File: src/gsr_pkg.sv
// shared types, constants and lookup tables of the gauge stepper ramp controller
package gsr_pkg;

  localparam int ACCEL_POINTS = 5;
  localparam int TOP_VELOCITY = 300;
  localparam int RAMP_PTS     = (ACCEL_POINTS > 5) ? 5 : ACCEL_POINTS;

  localparam int POS_W      = 32;
  localparam int VEL_W      = 9;
  localparam int DELAY_W    = 12;
  localparam int CFG_IDX_W  = 3;
  localparam int CFG_DATA_W = 16;

  typedef logic [1:0] op_t;
  localparam op_t OP_TICK   = 2'd0;
  localparam op_t OP_MOVE   = 2'd1;
  localparam op_t OP_REZERO = 2'd2;
  localparam op_t OP_SPARE  = 2'd3;

  typedef logic [1:0] dir_t;
  localparam dir_t DIR_NONE = 2'd0;
  localparam dir_t DIR_UP   = 2'd1;
  localparam dir_t DIR_DOWN = 2'd2;

  typedef logic [CFG_IDX_W-1:0] cfg_idx_t;
  localparam cfg_idx_t CFG_FOUR_STATE = 3'd0;
  localparam cfg_idx_t CFG_WRAP       = 3'd1;
  localparam cfg_idx_t CFG_SPR        = 3'd2;
  localparam cfg_idx_t CFG_MIN        = 3'd3;
  localparam cfg_idx_t CFG_MAX        = 3'd4;
  localparam cfg_idx_t CFG_DEADBAND   = 3'd5;
  localparam cfg_idx_t CFG_HOME       = 3'd6;

  // controller to datapath
  typedef struct packed {
    logic load;
    logic exec;
    logic div_start;
    logic div_use_target;
    logic cap_cur;
    logic wrap_commit;
    logic out_load;
  } cmd_t;

  // datapath to controller
  typedef struct packed {
    op_t  op;
    logic wrap_on;
    logic div_done;
    logic out_free;
  } sts_t;

  function automatic logic [VEL_W-1:0] ramp_threshold(input logic [2:0] idx);
    case (idx)
      3'd0:    ramp_threshold = 9'd20;
      3'd1:    ramp_threshold = 9'd50;
      3'd2:    ramp_threshold = 9'd100;
      3'd3:    ramp_threshold = 9'd150;
      default: ramp_threshold = 9'd300;
    endcase
  endfunction

  function automatic logic [DELAY_W-1:0] ramp_delay(input logic [2:0] idx);
    case (idx)
      3'd0:    ramp_delay = 12'd3000;
      3'd1:    ramp_delay = 12'd1500;
      3'd2:    ramp_delay = 12'd1000;
      3'd3:    ramp_delay = 12'd800;
      default: ramp_delay = 12'd600;
    endcase
  endfunction

  function automatic logic [3:0] seq_six(input logic [2:0] p);
    case (p)
      3'd0:    seq_six = 4'h9;
      3'd1:    seq_six = 4'h1;
      3'd2:    seq_six = 4'h7;
      3'd3:    seq_six = 4'h6;
      3'd4:    seq_six = 4'hE;
      default: seq_six = 4'h8;
    endcase
  endfunction

  function automatic logic [3:0] seq_four(input logic [1:0] p);
    case (p)
      2'd0:    seq_four = 4'h5;
      2'd1:    seq_four = 4'h6;
      2'd2:    seq_four = 4'hA;
      default: seq_four = 4'h9;
    endcase
  endfunction

endpackage

File: src/gsr_if.sv
// valid/ready channel interfaces for items and results
interface gsr_in_if;
  import gsr_pkg::*;
  logic               valid;
  logic               ready;
  op_t                operation;
  logic signed [31:0] target_position;
  logic [15:0]        elapsed_us;
  modport source (output valid, operation, target_position, elapsed_us, input ready);
  modport sink   (input valid, operation, target_position, elapsed_us, output ready);
endinterface

interface gsr_out_if;
  logic               valid;
  logic               ready;
  logic [3:0]         coil_mask;
  logic signed [31:0] reported_position;
  logic               moving;
  logic               stepped;
  modport source (output valid, coil_mask, reported_position, moving, stepped, input ready);
  modport sink   (input valid, coil_mask, reported_position, moving, stepped, output ready);
endinterface

File: src/gsr_rem.sv
// bit-serial remainder unit, floor modulo of a signed word by an unsigned revolution
module gsr_rem (
  input  logic               clk,
  input  logic               rst,
  input  logic               start,
  input  logic signed [31:0] x,
  input  logic [15:0]        r,
  output logic               done,
  output logic [15:0]        rem
);
  logic        busy;
  logic [4:0]  cnt;
  logic [31:0] a;
  logic [15:0] part;
  logic        neg;
  logic [16:0] trial;

  assign trial = {part, a[31]};
  assign rem   = (neg && part != 16'd0) ? r - part : part;

  always_ff @(posedge clk) begin
    if (rst) begin
      busy <= 1'b0;
      done <= 1'b0;
      cnt  <= '0;
    end else begin
      done <= 1'b0;
      if (start) begin
        busy <= 1'b1;
        cnt  <= '0;
      end else if (busy) begin
        cnt <= cnt + 5'd1;
        if (cnt == 5'd31) begin
          busy <= 1'b0;
          done <= 1'b1;
        end
      end
    end
  end

  always_ff @(posedge clk) begin
    if (start) begin
      a    <= x[31] ? 32'(-x) : 32'(x);
      neg  <= x[31];
      part <= '0;
    end else if (busy) begin
      a <= {a[30:0], 1'b0};
      if (trial >= {1'b0, r}) begin
        part <= 16'(trial - {1'b0, r});
      end else begin
        part <= trial[15:0];
      end
    end
  end
endmodule

File: src/gsr_datapath.sv
// ramp datapath: configuration, motor state, step and target arithmetic, result register
module gsr_datapath (
  input  logic                              clk,
  input  logic                              rst,
  input  logic                              cfg_we,
  input  logic [gsr_pkg::CFG_IDX_W-1:0]     cfg_index,
  input  logic [gsr_pkg::CFG_DATA_W-1:0]    cfg_data,
  input  gsr_pkg::op_t                      operation,
  input  logic signed [31:0]                target_position,
  input  logic [15:0]                       elapsed_us,
  input  gsr_pkg::cmd_t                     cmd,
  output gsr_pkg::sts_t                     sts,
  output logic                              res_valid,
  input  logic                              res_ready,
  output logic [3:0]                        coil_mask,
  output logic signed [31:0]                reported_position,
  output logic                              moving,
  output logic                              stepped
);
  import gsr_pkg::*;

  localparam logic [VEL_W-1:0] TOP_V = VEL_W'(TOP_VELOCITY);

  logic               cfg_four, cfg_wrap;
  logic [15:0]        cfg_spr;
  logic signed [15:0] cfg_min, cfg_max, cfg_home;
  logic [7:0]         cfg_db;

  logic signed [31:0] cur_step, tgt_step;
  logic [VEL_W-1:0]   velocity;
  dir_t               dir;
  logic               stopped;
  logic [2:0]         phase;
  logic [15:0]        elapsed;
  logic [DELAY_W-1:0] step_delay;

  op_t                op_q;
  logic signed [31:0] pos_q;
  logic [15:0]        us_q;
  logic [15:0]        cur_m;
  logic               stepped_q;

  logic               div_done;
  logic [15:0]        div_rem;

  gsr_rem u_rem (
    .clk   (clk),
    .rst   (rst),
    .start (cmd.div_start),
    .x     (cmd.div_use_target ? pos_q : cur_step),
    .r     (cfg_spr),
    .done  (div_done),
    .rem   (div_rem)
  );

  logic               wrap_on;
  logic [2:0]         seq_n, eff_p, phase_new;
  logic [3:0]         coil;
  logic [16:0]        sum;
  logic [15:0]        sat;
  logic               fire, settle, up, lt;
  dir_t               dir_new;
  logic [VEL_W-1:0]   vel_base, vel_new;
  logic signed [31:0] cur_new, delta;
  logic [2:0]         idx;
  logic               go;
  logic signed [31:0] lo, hi, clamp_t, wrap_t, move_t;
  logic signed [16:0] diff_a, diff_b, diff_c;
  logic signed [32:0] d33;
  logic [32:0]        absd;
  logic               commit;

  assign wrap_on = cfg_wrap && (cfg_spr != 16'd0);
  assign seq_n   = cfg_four ? 3'd4 : 3'd6;
  assign eff_p   = (phase >= seq_n) ? phase - 3'd4 : phase;
  assign coil    = cfg_four ? seq_four(eff_p[1:0]) : seq_six(eff_p);

  // tick accumulation
  assign sum    = {1'b0, elapsed} + {1'b0, us_q};
  assign sat    = sum[16] ? 16'hFFFF : sum[15:0];
  assign fire   = !stopped && (sat >= {4'd0, step_delay});
  assign settle = (cur_step == tgt_step) && (velocity == '0);

  // one step of the ramp
  assign lt        = cur_step < tgt_step;
  assign up        = (velocity == '0) ? lt : (dir == DIR_UP);
  assign dir_new   = (velocity == '0) ? (lt ? DIR_UP : DIR_DOWN) : dir;
  assign vel_base  = (velocity == '0) ? VEL_W'(1) : velocity;
  assign cur_new   = up ? cur_step + 32'sd1 : cur_step - 32'sd1;
  assign phase_new = up ? ((eff_p + 3'd1 == seq_n) ? 3'd0 : eff_p + 3'd1)
                        : ((eff_p == 3'd0) ? seq_n - 3'd1 : eff_p - 3'd1);
  assign delta     = up ? tgt_step - cur_new : cur_new - tgt_step;

  always_comb begin
    if (delta > 32'sd0) begin
      if (delta < $signed({23'd0, vel_base})) begin
        vel_new = vel_base - VEL_W'(1);
      end else if (vel_base < TOP_V) begin
        vel_new = vel_base + VEL_W'(1);
      end else begin
        vel_new = vel_base;
      end
    end else begin
      vel_new = vel_base - VEL_W'(1);
    end
  end

  always_comb begin
    idx = 3'd0;
    go  = 1'b1;
    for (int j = 0; j < RAMP_PTS - 1; j++) begin
      if (go && ramp_threshold(3'(j)) < vel_new) begin
        idx = idx + 3'd1;
      end else begin
        go = 1'b0;
      end
    end
  end

  // target selection: clamp, or shortest path around the revolution
  assign lo      = 32'(cfg_min);
  assign hi      = 32'(cfg_max);
  assign clamp_t = (pos_q < lo) ? lo : ((pos_q > hi) ? hi : pos_q);
  assign diff_a  = $signed({1'b0, div_rem}) - $signed({1'b0, cur_m});
  assign diff_b  = (diff_a < 17'sd0) ? diff_a + $signed({1'b0, cfg_spr}) : diff_a;
  assign diff_c  = (diff_b > $signed({2'b0, cfg_spr[15:1]}))
                 ? diff_b - $signed({1'b0, cfg_spr}) : diff_b;
  assign wrap_t  = cur_step + 32'(diff_c);
  assign move_t  = cmd.wrap_commit ? wrap_t : clamp_t;
  assign d33     = 33'(move_t) - 33'(tgt_step);
  assign absd    = d33[32] ? 33'(-d33) : 33'(d33);
  assign commit  = absd > {25'd0, cfg_db};

  assign sts.op       = op_q;
  assign sts.wrap_on  = wrap_on;
  assign sts.div_done = div_done;
  assign sts.out_free = !res_valid || res_ready;

  always_ff @(posedge clk) begin
    if (rst) begin
      cfg_four <= 1'b0;
      cfg_wrap <= 1'b0;
      cfg_spr  <= '0;
      cfg_min  <= 16'sh8000;
      cfg_max  <= 16'sh7FFF;
      cfg_db   <= '0;
      cfg_home <= '0;
    end else if (cfg_we) begin
      case (cfg_index)
        CFG_FOUR_STATE: cfg_four <= cfg_data[0];
        CFG_WRAP:       cfg_wrap <= cfg_data[0];
        CFG_SPR:        cfg_spr  <= cfg_data;
        CFG_MIN:        cfg_min  <= $signed(cfg_data);
        CFG_MAX:        cfg_max  <= $signed(cfg_data);
        CFG_DEADBAND:   cfg_db   <= cfg_data[7:0];
        CFG_HOME:       cfg_home <= $signed(cfg_data);
        default: ;
      endcase
    end
  end

  always_ff @(posedge clk) begin
    if (rst) begin
      cur_step   <= '0;
      tgt_step   <= '0;
      velocity   <= '0;
      dir        <= DIR_NONE;
      stopped    <= 1'b1;
      phase      <= '0;
      elapsed    <= '0;
      step_delay <= '0;
    end else begin
      if (cmd.exec) begin
        case (op_q)
          OP_TICK: begin
            if (fire) begin
              elapsed <= '0;
              if (settle) begin
                stopped <= 1'b1;
                dir     <= DIR_NONE;
              end else begin
                cur_step   <= cur_new;
                phase      <= phase_new;
                velocity   <= vel_new;
                dir        <= dir_new;
                step_delay <= ramp_delay(idx);
              end
            end else begin
              elapsed <= sat;
            end
          end
          OP_REZERO: cur_step <= 32'(cfg_home);
          default: ;
        endcase
      end
      if (((cmd.exec && op_q == OP_MOVE) || cmd.wrap_commit) && commit) begin
        tgt_step <= move_t;
        if (stopped) begin
          stopped    <= 1'b0;
          elapsed    <= '0;
          step_delay <= '0;
        end
      end
    end
  end

  always_ff @(posedge clk) begin
    if (cmd.load) begin
      op_q      <= operation;
      pos_q     <= target_position;
      us_q      <= elapsed_us;
      stepped_q <= 1'b0;
    end else if (cmd.exec && op_q == OP_TICK) begin
      stepped_q <= fire && !settle;
    end
    if (cmd.cap_cur) begin
      cur_m <= div_rem;
    end
  end

  always_ff @(posedge clk) begin
    if (rst) begin
      res_valid <= 1'b0;
    end else if (cmd.out_load) begin
      res_valid <= 1'b1;
    end else if (res_ready) begin
      res_valid <= 1'b0;
    end
  end

  always_ff @(posedge clk) begin
    if (cmd.out_load) begin
      coil_mask         <= coil;
      reported_position <= wrap_on ? $signed({16'd0, div_rem}) : cur_step;
      moving            <= !stopped;
      stepped           <= stepped_q;
    end
  end
endmodule

File: src/gsr_ctrl.sv
// controller state machine sequencing one item through the datapath
module gsr_ctrl (
  input  logic          clk,
  input  logic          rst,
  input  logic          item_valid,
  output logic          item_ready,
  input  gsr_pkg::sts_t sts,
  output gsr_pkg::cmd_t cmd
);
  import gsr_pkg::*;

  localparam logic [2:0] S_IDLE  = 3'd0;
  localparam logic [2:0] S_EXEC  = 3'd1;
  localparam logic [2:0] S_CUR   = 3'd2;
  localparam logic [2:0] S_TGT   = 3'd3;
  localparam logic [2:0] S_WRAP  = 3'd4;
  localparam logic [2:0] S_REPGO = 3'd5;
  localparam logic [2:0] S_REP   = 3'd6;
  localparam logic [2:0] S_DONE  = 3'd7;

  logic [2:0] state, state_next;

  assign item_ready = (state == S_IDLE);

  always_comb begin
    cmd        = '0;
    state_next = state;
    case (state)
      S_IDLE: begin
        if (item_valid) begin
          cmd.load   = 1'b1;
          state_next = S_EXEC;
        end
      end
      S_EXEC: begin
        if (sts.op == OP_MOVE && sts.wrap_on) begin
          cmd.div_start = 1'b1;
          state_next    = S_CUR;
        end else begin
          cmd.exec   = 1'b1;
          state_next = sts.wrap_on ? S_REPGO : S_DONE;
        end
      end
      S_CUR: begin
        if (sts.div_done) begin
          cmd.cap_cur        = 1'b1;
          cmd.div_start      = 1'b1;
          cmd.div_use_target = 1'b1;
          state_next         = S_TGT;
        end
      end
      S_TGT: begin
        if (sts.div_done) begin
          state_next = S_WRAP;
        end
      end
      S_WRAP: begin
        cmd.wrap_commit = 1'b1;
        cmd.div_start   = 1'b1;
        state_next      = S_REP;
      end
      S_REPGO: begin
        cmd.div_start = 1'b1;
        state_next    = S_REP;
      end
      S_REP: begin
        if (sts.div_done) begin
          state_next = S_DONE;
        end
      end
      S_DONE: begin
        if (sts.out_free) begin
          cmd.out_load = 1'b1;
          state_next   = S_IDLE;
        end
      end
      default: state_next = S_IDLE;
    endcase
  end

  always_ff @(posedge clk) begin
    if (rst) begin
      state <= S_IDLE;
    end else begin
      state <= state_next;
    end
  end
endmodule

File: src/gauge_stepper_ramp_controller.sv
// gauge stepper ramp controller, top level
// wrap off: the item executes, loads the result register, then the next item can transfer
// wrap on: a tick or re-zero runs one remainder pass for the reported position
// a move with wrap on runs three remainder passes in turn: current position, target, result
// the serial remainder unit works one quotient bit per cycle; a held result adds its stall
// synchronous reset: position, target, velocity, phase and timers clear, motor stopped
module gauge_stepper_ramp_controller (
  input  logic                           clk,
  input  logic                           rst,
  gsr_in_if.sink                         item,
  gsr_out_if.source                      result,
  input  logic                           cfg_we,
  input  logic [gsr_pkg::CFG_IDX_W-1:0]  cfg_index,
  input  logic [gsr_pkg::CFG_DATA_W-1:0] cfg_data
);
  import gsr_pkg::*;

  cmd_t cmd;
  sts_t sts;

  // sequencer: transfer in, run tick/move/re-zero, remainder passes, hand to result register
  gsr_ctrl u_ctrl (
    .clk        (clk),
    .rst        (rst),
    .item_valid (item.valid),
    .item_ready (item.ready),
    .sts        (sts),
    .cmd        (cmd)
  );

  // state, arithmetic and the result register; the result register lets a new item
  // transfer in while the previous result still waits on the output side
  gsr_datapath u_dp (
    .clk               (clk),
    .rst               (rst),
    .cfg_we            (cfg_we),
    .cfg_index         (cfg_index),
    .cfg_data          (cfg_data),
    .operation         (item.operation),
    .target_position   (item.target_position),
    .elapsed_us        (item.elapsed_us),
    .cmd               (cmd),
    .sts               (sts),
    .res_valid         (result.valid),
    .res_ready         (result.ready),
    .coil_mask         (result.coil_mask),
    .reported_position (result.reported_position),
    .moving            (result.moving),
    .stepped           (result.stepped)
  );
endmodule

File: src/flat_wrapper.sv
// flat-port wrapper written by rule: the top's interface ports become plain ports
module gauge_stepper_ramp_controller_flat import gsr_pkg::*;
  (clk, rst, cfg_we, cfg_index, cfg_data, item_valid, item_operation, item_target_position, item_elapsed_us, item_ready, result_valid, result_coil_mask, result_reported_position, result_moving, result_stepped, result_ready);
  gsr_in_if item_i ();
  gsr_out_if result_i ();
  input  logic clk;
  input  logic rst;
  input  logic cfg_we;
  input  logic [gsr_pkg::CFG_IDX_W-1:0] cfg_index;
  input  logic [gsr_pkg::CFG_DATA_W-1:0] cfg_data;
  input wire logic [$bits(item_i.valid)-1:0] item_valid;
  input wire logic [$bits(item_i.operation)-1:0] item_operation;
  input wire logic [$bits(item_i.target_position)-1:0] item_target_position;
  input wire logic [$bits(item_i.elapsed_us)-1:0] item_elapsed_us;
  output wire logic [$bits(item_i.ready)-1:0] item_ready;
  output wire logic [$bits(result_i.valid)-1:0] result_valid;
  output wire logic [$bits(result_i.coil_mask)-1:0] result_coil_mask;
  output wire logic [$bits(result_i.reported_position)-1:0] result_reported_position;
  output wire logic [$bits(result_i.moving)-1:0] result_moving;
  output wire logic [$bits(result_i.stepped)-1:0] result_stepped;
  input wire logic [$bits(result_i.ready)-1:0] result_ready;
  assign item_i.valid = item_valid;
  assign item_i.operation = item_operation;
  assign item_i.target_position = item_target_position;
  assign item_i.elapsed_us = item_elapsed_us;
  assign item_ready = item_i.ready;
  assign result_valid = result_i.valid;
  assign result_coil_mask = result_i.coil_mask;
  assign result_reported_position = result_i.reported_position;
  assign result_moving = result_i.moving;
  assign result_stepped = result_i.stepped;
  assign result_i.ready = result_ready;
  gauge_stepper_ramp_controller u_core (.clk(clk), .rst(rst), .item(item_i), .result(result_i), .cfg_we(cfg_we), .cfg_index(cfg_index), .cfg_data(cfg_data));
endmodule
File: config.mk
export PLATFORM = sky130hd
export DESIGN_NAME = gauge_stepper_ramp_controller_flat
export DESIGN_NICKNAME = d
export VERILOG_FILES = /design/src/gsr_pkg.sv /design/src/gsr_if.sv /design/src/gsr_rem.sv /design/src/gsr_datapath.sv /design/src/gsr_ctrl.sv /design/src/gauge_stepper_ramp_controller.sv /design/src/flat_wrapper.sv
export SDC_FILE = /design/constraint.sdc
export NUM_CORES = 2
export LEC_CHECK = 0
export BUFFER_PORTS_ARGS = -buffer_cell sky130_fd_sc_hd__buf_2
export CORE_ASPECT_RATIO = 0.8
export CORE_MARGIN = 2
export CORE_UTILIZATION = 41
export DETAILED_ROUTE_END_ITERATION = 10
export PLACE_DENSITY = 0.69
export SYNTH_ARGS = -nofsm -noshare
export SYNTH_HDL_FRONTEND = slang
export SYNTH_SLANG_ARGS = --single-unit
File: constraint.sdc
create_clock -name clk -period 14.39 [get_ports clk]
set_clock_uncertainty 0.1 [all_clocks]
set_input_delay 2.1585 -clock clk [delete_from_list [all_inputs] [get_ports clk]]
set_output_delay 2.1585 -clock clk [all_outputs]
set_load 0.01 [all_outputs]
# After elaboration in Yosys (flattened, before gate mapping)
# Index checks and enable logic that the tools add are counted.
# W data, S select, Z words.
[word_totals] reg_bits=346 inputBits=74 out_inout_bits=40 word_cells=239
[classes] n_addsub=24 order_cmp=16 n_eq_ne=35 muxes=85 n_bitwise=2 reduce_logical=44
[op_table] cell="$mux W32" n=11
[op_table] cell="$mux W16" n=9
[op_table] cell="$mux W12" n=6
[op_table] cell="$pmux W32 S2" n=1
[op_table] cell="$sub A32 B32 Y32" n=2
[op_table] cell="$pmux W12 S4" n=1
[op_table] cell="$mux W3" n=14
[op_table] cell="$mux W9" n=4
[op_table] cell="$mux W17" n=2
[op_table] cell="$gt A33 B8 Y1" n=1
[op_table] cell="$mux W33" n=1
[op_table] cell="$neg A33 Y33" n=1
[op_table] cell="$sub A32 B32 Y33" n=1
[op_table] cell="$add A32 B17 Y32" n=1
[op_table] cell="$add A32 B2 Y32 const B" n=1
[op_table] cell="$eq A32 B32 Y1" n=1
[op_table] cell="$gt A32 B1 Y1 const B" n=1
[op_table] cell="$gt A32 B16 Y1" n=1
[op_table] cell="$lt A32 B10 Y1" n=1
[op_table] cell="$lt A32 B16 Y1" n=1
[op_table] cell="$lt A32 B32 Y1" n=1
[op_table] cell="$neg A32 Y32" n=1
[op_table] cell="$reduce_bool A16 Y1" n=2
[op_table] cell="$sub A16 B16 Y16" n=2
[op_table] cell="50 further kinds" n=139

# Depth between registers and ports, before layout
[depth] depth_word=24 mapped_depth=90 ltp_nobuf=83

# Hierarchy
# A second synthesis with hierarchy kept.
[unflattened] hier_cells=4114 area_unflattened_um2=32396.1
[by_module_without_submodules] module="gsr_datapath" n_inst=1 cells_per_inst=3528 area_per_inst_um2=27510.1 seq_area_each_um2=6786.5
[by_module_without_submodules] module="gsr_rem" n_inst=1 cells_per_inst=550 area_per_inst_um2=4613.2 seq_area_each_um2=1451.4
[by_module_without_submodules] module="gsr_ctrl" n_inst=1 cells_per_inst=36 area_per_inst_um2=272.8 seq_area_each_um2=60.1

# Worst setup path after synthesis
# No wires, ideal clock.
[synth_path] path_kind="flip-flop to flip-flop" start="register u_core.u_dp.cfg_spr[1]" end="register u_core.u_dp.step_delay[6]" setup_ns=0.059 t_arrival_ns=15.067 required_ns=14.231 setup_slack_ns=-0.837 stages_incl_launch_ff=83 path_buffers=7 period_less_slack_ns=15.227 path_cell_list="dfxtp_1 -> ha_1 -> a21oi_1 -> o21ai_0 -> a21oi_1 -> o21ai_0 -> a21oi_1 -> o21ai_0 -> a21oi_1 -> o21bai_1 -> a21o_1 -> a21oi_1 -> o21bai_1 -> a21o_1 -> xor2_1 -> nand2_1 -> o21ai_0 -> ha_1 -> [... 47 more ...] -> ha_1 -> nor2b_1 -> o21a_1 -> o21ai_0 -> nand2b_1 -> a21oi_1 -> nor2b_1 -> o21ai_0 -> nand2b_1 -> a21oi_1 -> o22ai_1 -> or4_1 -> nor4_1 -> nand3_1 -> o21a_1 -> a21o_1 -> a211oi_1 -> a221o_1"
[synth_via] elab_chain_cells=15 word_cells_on_any_way=26 cone_classes="add/sub: 7; order compare: 3; mux: 10; reduce/logical: 6"
[synth_rtl] element="start, declared" line="gsr_datapath.sv:25" source="logic [15:0] cfg_spr;"
[synth_rtl] element="start signal, assigned" line="gsr_datapath.sv:152" source="CFG_SPR: cfg_spr <= cfg_data;"
[synth_rtl] element="$sub A16 B16 Y16 *" line="gsr_rem.sv:19" source="assign rem = (neg && part != 16'd0) ? r - part : part;"
[synth_rtl] element="$mux W16 *" line="gsr_rem.sv:19"
[synth_rtl] element="net u_core.u_dp.div_rem[13]" line="gsr_datapath.sv:44" source="logic [15:0] div_rem;"
[synth_rtl] element="$sub A16 B16 Y17 *" line="gsr_datapath.sv:124" source="assign diff_a = $signed({1'b0, div_rem}) - $signed({1'b0, cur_m});"
[synth_rtl] element="$add A17 B17 Y17 or $lt A17 B1 Y1 (tied branches)" line="gsr_datapath.sv:125" source="assign diff_b = (diff_a < 17'sd0) ? diff_a + $signed({1'b0, cfg_spr}) : diff_a;"
[synth_rtl] element="$mux W17 *" line="gsr_datapath.sv:125"
[synth_rtl] element="$sub A17 B17 Y17 or $gt A17 B16 Y1 (tied branches)" line="gsr_datapath.sv:127, gsr_datapath.sv:126"
[synth_rtl] element="$mux W17 *" line="gsr_datapath.sv:127" source="? diff_b - $signed({1'b0, cfg_spr}) : diff_b;"
[synth_rtl] element="$add A32 B17 Y32 *" line="gsr_datapath.sv:128" source="assign wrap_t = cur_step + 32'(diff_c);"
[synth_rtl] element="$mux W32 *" line="gsr_datapath.sv:129" source="assign move_t = cmd.wrap_commit ? wrap_t : clamp_t;"
[synth_rtl] element="net u_core.u_dp.move_t[21]" line="gsr_datapath.sv:67" source="logic signed [31:0] lo, hi, clamp_t, wrap_t, move_t;"
[synth_rtl] element="$sub A32 B32 Y33 *" line="gsr_datapath.sv:130" source="assign d33 = 33'(move_t) - 33'(tgt_step);"
[synth_rtl] element="$neg A33 Y33" line="gsr_datapath.sv:131" source="assign absd = d33[32] ? 33'(-d33) : 33'(d33);"
[synth_rtl] element="$mux W33 *" line="gsr_datapath.sv:131"
[synth_rtl] element="$gt A33 B8 Y1 *" line="gsr_datapath.sv:132" source="assign commit = absd > {25'd0, cfg_db};"
[synth_rtl] element="$logic_and A1 B1 Y1 *" line="gsr_datapath.sv:196" source="if (((cmd.exec && op_q == OP_MOVE) || cmd.wrap_commit) && commit) begin"
[synth_rtl] element="$mux W12 *" line="gsr_datapath.sv:196"
[synth_rtl] element="end signal, assigned" line="gsr_datapath.sv:186" source="step_delay <= ramp_delay(idx);"
[synth_rtl] element="end, declared" line="gsr_datapath.sv:35" source="logic [DELAY_W-1:0] step_delay;"
# Mark *: on every way through the listed nets, which the timed path passes. The rest lies on a longest branch.
# A chain may end at the register's enable or synchronous reset.

# Final worst setup path
[layout_path] start="register u_core.u_dp.cfg_spr[0]" end="register u_core.u_dp.step_delay[5]"
# Same word-level chain as after synthesis.

==> summary.txt <==
Status
  – Run status: finished clean

Clock tree
  – Max clock buf depth: 3
  – CTS tree: yes
  – Clock Latency Late Sink: 0.60 ns
  – Worst-path clk slew: 0.06 ns
  – Clk root buf: clkbuf_16
  – Total CTS buffers: 42
  – CTS HTree Levels: 2
  – Clk sinks: 346

Cells and area
  – Post-layout net count: 4,860
  – Share of cells above drive strength 1: 0.194
  – Final Core Density: 0.509
  – ANT cells: 0
  – Final Non-Filler Cells: 5,418
  – Layout Area Growth over Synthesis: 22.3%

Pwr
  – Net Sw Power: 5590 µW
  – Worst vdd ir: 169 µV
  – Net Sw Frac: 0.498
  – Cell Pwr Density: 291 nW/µm²
  – Cell Int Power: 5640 µW
  – Register share of total power: 0.109
  – Clk pwr share: 0.101
  – Reported leakage power: 0.0167 µW
  – Logic pwr share: 0.789

Timing
  – Final Max Tran Viols: 0
  – Setup TNS: 0 ns
  – Max Fclk: 70.0 MHz
  – Period utilization: 0.993
  – Setup ws final: 0.107 ns
  – Final setup viols: 0
  – Worst-margin pin slew: 1.22 ns
  – Max_slew headroom: 0.186
  – Min Tclk post-route: 14.28 ns
  – Hold Vio Cnt, Final: 0
  – Unrepaired setup endpoints after global routing: true

Synthesis
  – Synth Cell Area: 31,600 µm²
  – Ys async rst share: 0
  – Synth Instances: 3,967
  – Yosys top cell area share: 0.159
  – Top post-synthesis cells by area: ha_1 16%, dfxtp_1 13%, edfxtp_1 13%
  – Largest family of logic cells by synthesized area: compound AO/OA/AOI/OAI gates
  – Most frequent cell after synthesis: nand2_1
  – Area leader, netlist: ha_1
  – Net Count, Synth: 4,454
  – Post-Synth XOR/XNOR Area: 0.0596
  – Simple-Gate Fraction of Synth Area: 0.188
  – Top_reg_cell synth: dfxtp_1
  – Unique masters post-synth: 95
  – Post-synth EDFFs: 137
  – Mux contribution to synthesized area: 0.0347
  – Post-Synth Adder-Cell Area: 0.166
  – FF+latch count, synth: 346
  – Compound-Gate Fraction of Synth Area: 0.235
  – Sequential fraction of the synthesis area: 0.263
  – Synth Area per Inst: 7.95 µm²
  – Commonest cells post-synth: 411 x nand2_1, 402 x ha_1, 401 x a21oi_1, 355 x nor2_1, 295 x inv_1
  – Warnings, synthesis: 0

Global routing
  – Gr ovfl total: 0
  – Largest net degree at the start of global routing: 99
  – Initial antenna violation count: 0
  – First-pass GRT wire length: 167 mm
  – Vias in the first global route: 28,927
  – Gr usage total: 0.267

Worst setup path
  – Crit path capture type: flop
  – Worst EP arrival: 14.65 ns
  – Setup CP Type: reg2reg
  – Top cell by count, worst path: a21oi_2
  – Largest fanout on the critical path: 7
  – Slowest stage cell, crit path: or4_4
  – Type of element launching the critical path: flop
  – CP max stage delay: 0.53 ns
  – Worst EP required: 14.76 ns
  – R2R cell count: 80

Route
  – Via/cell ratio: 5.81
  – Vias: 31,454
  – DRC: 0
  – Detailed Routing Iterations Pass 1: 8
  – DRT Wirelength: 110 mm
  – Initial DRC Count: 3,147
  – Post-route ant nets: 0
  – Routed WL per cell: 20.4 µm

Die
  – Die ar.: 79,200 µm²
  – Core area: 75,800 µm²
  – Chip width: 314 µm
  – Starting Density: 0.416
  – Row count: 90
  – Vert. Die Dim: 252 µm
  – Num ports: 114

Placed design
  – Port-buffer cells: 113
  – HPWL after DPL: 84.9 mm
  – RePlAce Congestion: 0.986
  – Worst slack, placed: -0.655 ns
  – Placed Cells incl. Taps: 5,303

Worst hold path
  – Hold crit path type: reg2reg
  – Min-Delay Path Depth: 0

Job
  – Max Cap Violations: 0
## critical path: cells and delay by family, from the launching register on
family / cells / cell delay, ns
AO/OA/AOI/OAI: 42 / 7.05
adder cells (fa/ha/maj): 8 / 2.14
AND/OR/NAND/NOR: 18 / 2.91
flip-flops: 1 / 0.31
buffers and inverters: 7 / 0.75
XOR/XNOR: 4 / 0.61
multiplexers: 1 / 0.25
## stage by stage
stage               instance area (µm²)  hold WS, ns  power, µW
finish                            38600        0.330      11200
global route                      38600        0.362      12100
CTS                               37400        0.334      10600
detailed placement                35700        0.319       9300
global placement                  35700        0.321       9250
floorplan                         31600        0.308       6660
## layout by cell type (no fill, tap or decap), types with 16 or more instances in the layout
cell type	instances
or3_1	24
a21o_1	110
o211ai_1	23
buf_2	112
nor4_1	19
a211oi_1	62
nand4_1	47
nand3_1	66
xor2_1	91
and2_1	20
mux2_2	21
edfxtp_1	137
a21oi_2	51
nor2_2	20
buf_4	381
o21a_1	38
nor2_1	330
a21oi_1	345
nor2b_1	72
o21ai_2	23
nand2b_1	48
dfxtp_1	204
inv_1	291
nor3_1	71
o21bai_1	24
a21boi_0	16
nand2_1	407
o21ai_0	200
a211o_1	25
mux2i_1	82
ha_1	391
a31oi_1	21
and3_1	42
o31ai_1	19
clkbuf_16	45
o21ai_1	39
xnor2_1	118
## cells by family after synthesis
group / after synthesis
AO/OA/AOI/OAI: 1176
XOR/XNOR: 214
adder cells (fa/ha/maj): 413
buffers and inverters: 449
flip-flops: 346
multiplexers: 106
AND/OR/NAND/NOR: 1263
## power groups by stage
stage | clock network (µW) | registers (µW) | logic (µW)
after floorplan | 0 | 1210 | 5450
after global placement | 0 | 1230 | 8010
after detailed placement | 0 | 1230 | 8070
after CTS | 1150 | 1220 | 8240
after global routing | 1190 | 1240 | 9670
final | 1140 | 1230 | 8870
## final timing paths
| path | from | to | slack (ns) |
|---|---|---|---|
| worst max-delay path | u_core.u_dp.cfg_spr[0] | u_core.u_dp.step_delay[5] | 0.11 |
| worst min-delay path | u_core.u_dp.stepped_q | u_core.u_dp.stepped | 0.33 |
| worst max register to register | u_core.u_dp.cfg_spr[0] | u_core.u_dp.step_delay[5] | 0.11 |
| worst min register to register | u_core.u_dp.stepped_q | u_core.u_dp.stepped | 0.33 |
## registers in the layout, summed over array words and instances, names as in the netlist, 8 cells and up
signal and count:
u_core.u_dp.u_rem.part 16, u_core.u_dp.tgt_step 32, u_core.u_dp.reported_position 32, u_core.u_dp.cfg_home 16
u_core.u_dp.cfg_db 8, u_core.u_dp.cur_step 32, u_core.u_dp.cfg_spr 16, u_core.u_dp.u_rem.a 32
u_core.u_dp.step_delay 12, u_core.u_dp.pos_q 32, u_core.u_dp.us_q 16, u_core.u_dp.cur_m 16
u_core.u_dp.elapsed 16, u_core.u_dp.cfg_min 16, u_core.u_dp.cfg_max 16, u_core.u_dp.velocity 9
## layout make-up
cell class / instances / area [µm²]
sequential: 346 / 8310
inverter: 296 / 1110
clock inverter: 30 / 354
tap: 1012 / 1270
multi-input combinational: 3172 / 22700
clock buffer: 47 / 1100
timing repair buffer: 515 / 3800
fill: 7079 / 37200
## routing by layer
| layer | track usage | up-vias | part of all wire |
|---|---|---|---|
| li1 | - | 15101 | - |
| met1 | 0.397 | 14921 | 0.47 |
| met5 | 0 | - | 0 |
| met2 | 0.372 | 1258 | 0.39 |
| met3 | 0.0672 | 174 | 0.11 |
| met4 | 0.0868 | 0 | 0.033 |
## what timing repair did
item,in CTS,in global routing
hold buffers,0,0
setup buffers,7,27
resized for setup,57,235
pin swaps,23,117
setup endpoints to repair,61,61
cloned,0,5
Power figures use the tool's default switching activity.
